**src/design/spq_pkg.sv**
```systemverilog
// shared types and codes for the stable priority queue
`timescale 1ns / 1ps

package spq_pkg;

	localparam int CMD_W    = 2;
	localparam int STATUS_W = 2;
	localparam int ID_W     = 32;
	localparam int PRIO_W   = 8;
	localparam int OCC_W    = 5;
	localparam int IN_W     = 48;
	localparam int OUT_W    = 48;

	typedef logic [CMD_W-1:0]    cmd_t;
	typedef logic [STATUS_W-1:0] status_t;

	localparam cmd_t CMD_INSERT = 2'd0;
	localparam cmd_t CMD_REMOVE = 2'd1;
	localparam cmd_t CMD_LOOKUP = 2'd2;

	localparam status_t ST_OK       = 2'd0;
	localparam status_t ST_EMPTY    = 2'd1;
	localparam status_t ST_FULL     = 2'd2;
	localparam status_t ST_NOTFOUND = 2'd3;

endpackage

```
**src/design/stable_priority_queue.sv**
```systemverilog
// stable priority queue: sorted entry memory scanned by a small sequencer
`timescale 1ns / 1ps

// Bounded queue of (id, priority) entries held in a single-port-read entry memory in
// sorted order, smallest priority first, equal priorities in arrival order. One request
// is taken at a time; s_tready drops from acceptance until its result has been taken.
// Each request walks the memory one entry per cycle through the registered read port:
// an insert into a non-empty queue scans from the tail toward the front, moving larger
// entries back one place, and lands at the front through S_INS_HEAD when all move; remove
// shifts every held entry forward and lookup stops at the first matching id. An insert
// into an empty or a full queue, a remove or lookup on an empty queue and the unused
// command code finish without a scan. The memory needs no clearing after reset.
module stable_priority_queue #(
	parameter int CAPACITY   = 16,
	parameter int ID_WIDTH   = 32,
	parameter int PRIO_WIDTH = 8
) (
	input  logic                    clk,
	input  logic                    arst_n,
	input  logic                    s_tvalid,
	output logic                    s_tready,
	input  logic [spq_pkg::IN_W-1:0]  s_tdata,  // command, client_id, priority_req
	output logic                    m_tvalid,
	input  logic                    m_tready,
	output logic [spq_pkg::OUT_W-1:0] m_tdata   // status, out_id, out_priority, occupancy
);

	localparam int IDX_W = (CAPACITY > 1) ? $clog2(CAPACITY) : 1;
	localparam int CNT_W = $clog2(CAPACITY + 1);

	typedef enum logic [2:0] {
		S_IDLE,
		S_INS,
		S_INS_HEAD,
		S_REM,
		S_LKP,
		S_RESP
	} state_t;

	state_t state_q;

	// entry memory
	logic [ID_WIDTH-1:0]   mem_id [CAPACITY];
	logic [PRIO_WIDTH-1:0] mem_pr [CAPACITY];
	logic [ID_WIDTH-1:0]   rd_id_q;
	logic [PRIO_WIDTH-1:0] rd_pr_q;

	logic                  mem_we;
	logic [IDX_W-1:0]      mem_wa;
	logic [ID_WIDTH-1:0]   mem_wid;
	logic [PRIO_WIDTH-1:0] mem_wpr;
	logic                  mem_re;
	logic [IDX_W-1:0]      mem_ra;

	logic [CNT_W-1:0]      cnt_q;
	logic [IDX_W-1:0]      idx_q;
	logic [ID_WIDTH-1:0]   req_id_q;
	logic [PRIO_WIDTH-1:0] req_pr_q;

	logic                         out_vld_q;
	spq_pkg::status_t             out_st_q;
	logic [spq_pkg::ID_W-1:0]     out_id_q;
	logic [spq_pkg::PRIO_W-1:0]   out_pr_q;

	spq_pkg::cmd_t         in_cmd;
	logic [ID_WIDTH-1:0]   in_id;
	logic [PRIO_WIDTH-1:0] in_pr;
	logic                  accept;
	logic                  shift;
	logic                  more;
	logic                  hit;

	assign in_cmd = s_tdata[1:0];
	assign in_id  = ID_WIDTH'(s_tdata[33:2]);
	assign in_pr  = PRIO_WIDTH'(s_tdata[41:34]);

	assign s_tready = (state_q == S_IDLE) && !out_vld_q;
	assign accept   = s_tvalid && s_tready;

	// the compares used in the scan steps
	assign shift = rd_pr_q > req_pr_q;
	assign hit   = rd_id_q == req_id_q;
	assign more  = (CNT_W'(idx_q) + CNT_W'(1)) < cnt_q;

	always_comb begin
		mem_we  = 1'b0;
		mem_wa  = '0;
		mem_wid = req_id_q;
		mem_wpr = req_pr_q;
		mem_re  = 1'b0;
		mem_ra  = '0;
		case (state_q)
			S_IDLE: begin
				if (accept) begin
					case (in_cmd)
						spq_pkg::CMD_INSERT: begin
							if (cnt_q == '0) begin
								mem_we  = 1'b1;
								mem_wid = in_id;
								mem_wpr = in_pr;
							end else if (cnt_q < CNT_W'(CAPACITY)) begin
								mem_re = 1'b1;
								mem_ra = IDX_W'(cnt_q - CNT_W'(1));
							end
						end
						spq_pkg::CMD_REMOVE, spq_pkg::CMD_LOOKUP: begin
							mem_re = cnt_q != '0;
						end
						default: ;
					endcase
				end
			end
			S_INS: begin
				mem_we = 1'b1;
				mem_wa = idx_q + IDX_W'(1);
				if (shift) begin
					mem_wid = rd_id_q;
					mem_wpr = rd_pr_q;
					mem_re  = idx_q != '0;
					mem_ra  = idx_q - IDX_W'(1);
				end
			end
			S_INS_HEAD: begin
				mem_we = 1'b1;
			end
			S_REM: begin
				mem_we  = idx_q != '0;
				mem_wa  = idx_q - IDX_W'(1);
				mem_wid = rd_id_q;
				mem_wpr = rd_pr_q;
				mem_re  = more;
				mem_ra  = idx_q + IDX_W'(1);
			end
			S_LKP: begin
				mem_re = !hit && more;
				mem_ra = idx_q + IDX_W'(1);
			end
			default: ;
		endcase
	end

	always_ff @(posedge clk) begin
		if (mem_we) begin
			mem_id[mem_wa] <= mem_wid;
			mem_pr[mem_wa] <= mem_wpr;
		end
		if (mem_re) begin
			rd_id_q <= mem_id[mem_ra];
			rd_pr_q <= mem_pr[mem_ra];
		end
	end

	always_ff @(posedge clk or negedge arst_n) begin
		if (!arst_n) begin
			state_q   <= S_IDLE;
			cnt_q     <= '0;
			out_vld_q <= 1'b0;
			idx_q     <= '0;
			req_id_q  <= '0;
			req_pr_q  <= '0;
			out_st_q  <= spq_pkg::ST_OK;
			out_id_q  <= '0;
			out_pr_q  <= '0;
		end else begin
			if (out_vld_q && m_tready) begin
				out_vld_q <= 1'b0;
			end
			case (state_q)
				S_IDLE: begin
					if (accept) begin
						req_id_q <= in_id;
						req_pr_q <= in_pr;
						out_st_q <= spq_pkg::ST_OK;
						out_id_q <= '0;
						out_pr_q <= '0;
						idx_q    <= '0;
						case (in_cmd)
							spq_pkg::CMD_INSERT: begin
								if (cnt_q >= CNT_W'(CAPACITY)) begin
									out_st_q  <= spq_pkg::ST_FULL;
									out_vld_q <= 1'b1;
								end else if (cnt_q == '0) begin
									cnt_q     <= CNT_W'(1);
									out_vld_q <= 1'b1;
								end else begin
									idx_q   <= IDX_W'(cnt_q - CNT_W'(1));
									state_q <= S_INS;
								end
							end
							spq_pkg::CMD_REMOVE: begin
								if (cnt_q == '0) begin
									out_st_q  <= spq_pkg::ST_EMPTY;
									out_vld_q <= 1'b1;
								end else begin
									state_q <= S_REM;
								end
							end
							spq_pkg::CMD_LOOKUP: begin
								if (cnt_q == '0) begin
									out_st_q  <= spq_pkg::ST_NOTFOUND;
									out_vld_q <= 1'b1;
								end else begin
									state_q <= S_LKP;
								end
							end
							default: begin
								out_vld_q <= 1'b1;
							end
						endcase
					end
				end
				S_INS: begin
					if (shift && idx_q != '0) begin
						idx_q <= idx_q - IDX_W'(1);
					end else if (shift) begin
						state_q <= S_INS_HEAD;
					end else begin
						cnt_q     <= cnt_q + CNT_W'(1);
						out_vld_q <= 1'b1;
						state_q   <= S_IDLE;
					end
				end
				S_INS_HEAD: begin
					cnt_q     <= cnt_q + CNT_W'(1);
					out_vld_q <= 1'b1;
					state_q   <= S_IDLE;
				end
				S_REM: begin
					if (idx_q == '0) begin
						out_id_q <= spq_pkg::ID_W'(rd_id_q);
						out_pr_q <= spq_pkg::PRIO_W'(rd_pr_q);
					end
					if (more) begin
						idx_q <= idx_q + IDX_W'(1);
					end else begin
						cnt_q     <= cnt_q - CNT_W'(1);
						out_vld_q <= 1'b1;
						state_q   <= S_IDLE;
					end
				end
				S_LKP: begin
					if (hit) begin
						out_id_q  <= spq_pkg::ID_W'(rd_id_q);
						out_pr_q  <= spq_pkg::PRIO_W'(rd_pr_q);
						out_vld_q <= 1'b1;
						state_q   <= S_IDLE;
					end else if (more) begin
						idx_q <= idx_q + IDX_W'(1);
					end else begin
						out_st_q  <= spq_pkg::ST_NOTFOUND;
						out_vld_q <= 1'b1;
						state_q   <= S_IDLE;
					end
				end
				default: begin
					state_q <= S_IDLE;
				end
			endcase
		end
	end

	assign m_tvalid = out_vld_q;
	assign m_tdata  = {1'b0, spq_pkg::OCC_W'(cnt_q), out_pr_q, out_id_q, out_st_q};

	// count never goes past the capacity
	a_cnt_bound: assert property (@(posedge clk) disable iff (!arst_n)
		cnt_q <= CNT_W'(CAPACITY))
		else $error("entry count above capacity");

	// a request is never taken while a result is pending or a scan runs
	a_busy_after_accept: assert property (@(posedge clk) disable iff (!arst_n)
		accept |=> !s_tready)
		else $error("ready right after accept");

	// count moves by at most one per request and only when a result is raised
	a_cnt_step: assert property (@(posedge clk) disable iff (!arst_n)
		(cnt_q != $past(cnt_q)) |-> $rose(out_vld_q))
		else $error("count changed outside request completion");

	// a full refusal reports a full queue
	a_full_occ: assert property (@(posedge clk) disable iff (!arst_n)
		(out_vld_q && out_st_q == spq_pkg::ST_FULL) |-> (cnt_q == CNT_W'(CAPACITY)))
		else $error("full status with room left");

	// no memory access while the result waits in idle
	a_idle_quiet: assert property (@(posedge clk) disable iff (!arst_n)
		(state_q == S_IDLE && !accept) |-> !mem_we && !mem_re)
		else $error("memory access while idle");

endmodule

```
**config.mk**
```make
export PLATFORM = sky130hd
export DESIGN_NAME = stable_priority_queue
export DESIGN_NICKNAME = d
export VERILOG_FILES = /design/src/design/spq_pkg.sv /design/src/design/stable_priority_queue.sv
export SDC_FILE = /design/constraint.sdc
export NUM_CORES = 1
export LEC_CHECK = 0
export BUFFER_PORTS_ARGS = -buffer_cell sky130_fd_sc_hd__buf_2
export CELL_PAD_IN_SITES_DETAIL_PLACEMENT = 0
export CELL_PAD_IN_SITES_GLOBAL_PLACEMENT = 1
export CORE_ASPECT_RATIO = 2
export CORE_MARGIN = 2
export CORE_UTILIZATION = 47
export CTS_CLUSTER_SIZE = 24
export DETAILED_ROUTE_END_ITERATION = 10
export GPL_TIMING_DRIVEN = 0
export PLACE_DENSITY = 0.84
export SETUP_SLACK_MARGIN = 0.02
export SYNTH_ARGS = -nofsm -noshare
export SYNTH_HDL_FRONTEND = slang
export SYNTH_SLANG_ARGS = --single-unit
```
**constraint.sdc**
```tcl
create_clock -name clk -period 5.4 [get_ports clk]
set_input_delay 0.27 -clock clk [delete_from_list [all_inputs] [get_ports clk]]
set_output_delay 0.27 -clock clk [all_outputs]
set_load 0.05 [all_outputs]
```
==> summary.txt <==
Global routing
  – First-pass GRT wire length: 147000 um
  – Largest net degree at the start of global routing: a little over 50
  – Tot GR Track Use: 28.6%
  – Grt total ovfl: 0
  – Vias in the first global route: 22669
  – Initial antenna violation count: 1

Placement
  – Port-buffer cells: 94
  – Placed cells: 3482
  – Dpl hpwl: 71900 um
  – Post-placement setup slack: around 1.1 ns
  – GP Congestion: 0.962
  – Placed cell area: 34800 um^2

Logic synthesis
  – #FFs+latches synth: ~780
  – Seq/Total Area, Yosys: 69.8%
  – Synth warn: 0
  – Mapped Nets: 2543
  – EDFF count, synth: a little under 700
  – Yosys cell types: 69
  – Synth Flop Type: edfxtp_1
  – Post-synthesis cell area: 32700 um^2
  – Post-synth ARST share: 12.3%
  – Post-Syn Area per Cell: between 10 and 15 um^2
  – Cells after Synth: about 2500

Timing
  – Hold WS: approximately 0.13 ns
  – Final Cycle Share: 85.6%
  – Setup TNS Final: 0 ns
  – RSZ-0062 raised after global routing: false
  – Layout Skew: 0.0165 ns
  – Final worst slack: ~0.78 ns
  – Final setup vio count: 0
  – Minimum clock period after layout: 4.62 ns
  – Fmax: between 200 and 250 MHz
  – Max-Slew Margin vs Limit: 14.8%
  – Max Slew Vio Count: 0
  – Fin. Hold Viols: 0
  – Slew @ Worst Pin: 1.28 ns

Min path
  – HP Start: s_tdata[1]
  – Hold crit path type: in -> reg

Route
  – Total vias in the final route: about 23000
  – WL final: 104000 um
  – Iteration-0 DRC Markers: between 2000 and 3000
  – Drt pass-1 iters: 8
  – DRC Markers: 0
  – Via-to-Cell Ratio: 6.31
  – Wire per inst: 28.5 um
  – Remaining antenna violation count: 0

Floorplanning
  – Die width: 190 um
  – Core area: just under 70000 um^2
  – Die H: 377 um
  – Die area: 71800 um^2
  – # IOs: 102
  – Rows: ~140
  – Initial core utilization: about 48%

Power and ir drop
  – Peak VDD IR: between 0.3 and 0.4 mV
  – Tot Pwr: 26.2 mW
  – Leak: 13.7 nW
  – PD cells: 702 nW/um^2

Run
  – MaxCap Viol Count: 0

Setup path
  – Crit. End Element: register
  – Crit path DAT: between 4 and 5 ns
  – CP Class: reg -> reg
  – CP Max Fanout: 10
  – Critical path launch point: rd_pr_q[7]
  – Startpoint type of the worst setup path: register
  – RR Startpoint: rd_pr_q[7]
  – Worst path required time: 5.62 ns

Clocking
  – Number of CTS-inserted buffers: 60
  – CTS tree: done
  – Root buffer cell: clkbuf_16
  – # clock sinks: 775
  – Reg clk slew, reported paths: roughly 0.08 ns
  – CTS H-Tree Depth: 2
  – Clock Latency Late Sink: about 0.63 ns
  – Max Buffers Root-to-Sink: 3

Run status
  – Outcome: completed

Finish
  – Post-route cell area: 37300 um^2
  – Area growth, synth to finish: 14.1%
  – Layout cells sized above 1: a little under an eighth
  – Finished Layout Cells: 3645
  – Fillers: 5584
  – Nets: 2762
  – Most common cell after layout, fill and taps aside: edfxtp_1
  – Leading cell types in the layout, fill and taps excluded: edfxtp_1 (680), nand3_1 (285), nand2_1 (211)
  – Final Core Density: 54.2%
-- flip-flops by register name (all words and copies together), names as in the netlist, 8 cells and up --
register,flops
mem_id,512
out_id_q,32
req_id_q,32
req_pr_q,8
rd_pr_q,8
out_pr_q,8
rd_id_q,32
mem_pr,128
-- synthesized netlist by cell type, types with 46 or more instances --
cell | instances | area (um^2)
a21oi_1 | 100 | 500
a221o_1 | 82 | 821
buf_2 | 60 | 300
clkbuf_1 | 92 | 345
dfrtp_1 | 95 | 2380
edfxtp_1 | 680 | 20400
inv_1 | 138 | 518
mux2i_1 | 81 | 811
nand2_1 | 211 | 792
nand3_1 | 285 | 1430
o211ai_1 | 46 | 345
o21ai_0 | 206 | 1030
-- layer usage --
| layer | share of wire (%) | track usage (%) | vias up |
|---|---|---|---|
| met5 | 0 | 0 | - |
| met4 | 8.6 | 21.5 | 0 |
| met3 | 8.5 | 4.20 | 391 |
| met2 | 51 | 50.3 | 1428 |
| met1 | 32 | 30.8 | 11312 |
| li1 | - | - | 9878 |
-- critical path: stages (launching register included) --
cell      delay, ns
edfxtp_1       0.53
ha_1           0.39
nand4_1        0.15
nor2_1         0.06
a2111o_1       0.50
and2_1         0.22
buf_6          0.13
o21a_1         0.23
nand2_1        0.49
clkbuf_1       0.80
a221o_1        0.28
nand3_1        0.39
-- path summary, 6_finish.rpt --
path                            slack (ns)  cells past startpoint           to
max in group asynchronous             4.39                      3  req_id_q[5]
min in group asynchronous             0.25                      2  out_pr_q[5]
worst max-delay path                  0.78                     11   rd_id_q[2]
worst min-delay path                  0.13                      4   state_q[2]
worst min register to register        0.49                      2  out_st_q[0]
worst max register to register        0.78                     11   rd_id_q[2]
-- kinds of logic (layout without fill, tap and decap cells) --
logic type | Yosys count | in the layout | synth area share [%]
simple gates | 600 | 600 | 8.65
mux | 81 | 81 | 2.48
fa+ha+maj | 22 | 22 | 0.842
flops | 775 | 775 | 69.8
buf+inv | 330 | 599 | 4.36
other cells | 1 | 11 | 0.0115
compound gates | 621 | 621 | 12.8
xor+xnor | 39 | 39 | 1.05
-- area by class of cell --
type / instances / area [um^2] / area share (%)
diodes: 10 / 25.0 / 0.0671
flip-flops and latches: 775 / 22800 / 61.1
well taps: 897 / 1120 / 3.01
clock buffers: 75 / 1660 / 4.45
inverters: 138 / 518 / 1.39
plain buffers: 192 / 908 / 2.44
clock inverters: 37 / 399 / 1.07
multi-input cells: 1364 / 8580 / 23.0
repair buffers: 157 / 1280 / 3.44
-- report_power, final --
part	switching (mW)	internal, mW	leakage (nW)
logic	8.78	3.12	5.24
clock network	2.11	2.53	1.01
registers	0.664	8.97	7.44
-- repair_timing --
action | in CTS | in global routing
hold endpoints to repair | 89 | 0
hold buffers | 41 | 0
setup buffers | 0 | 0
resized for setup | 0 | 0
No activity file was read; power rests on OpenSTA's default activity.
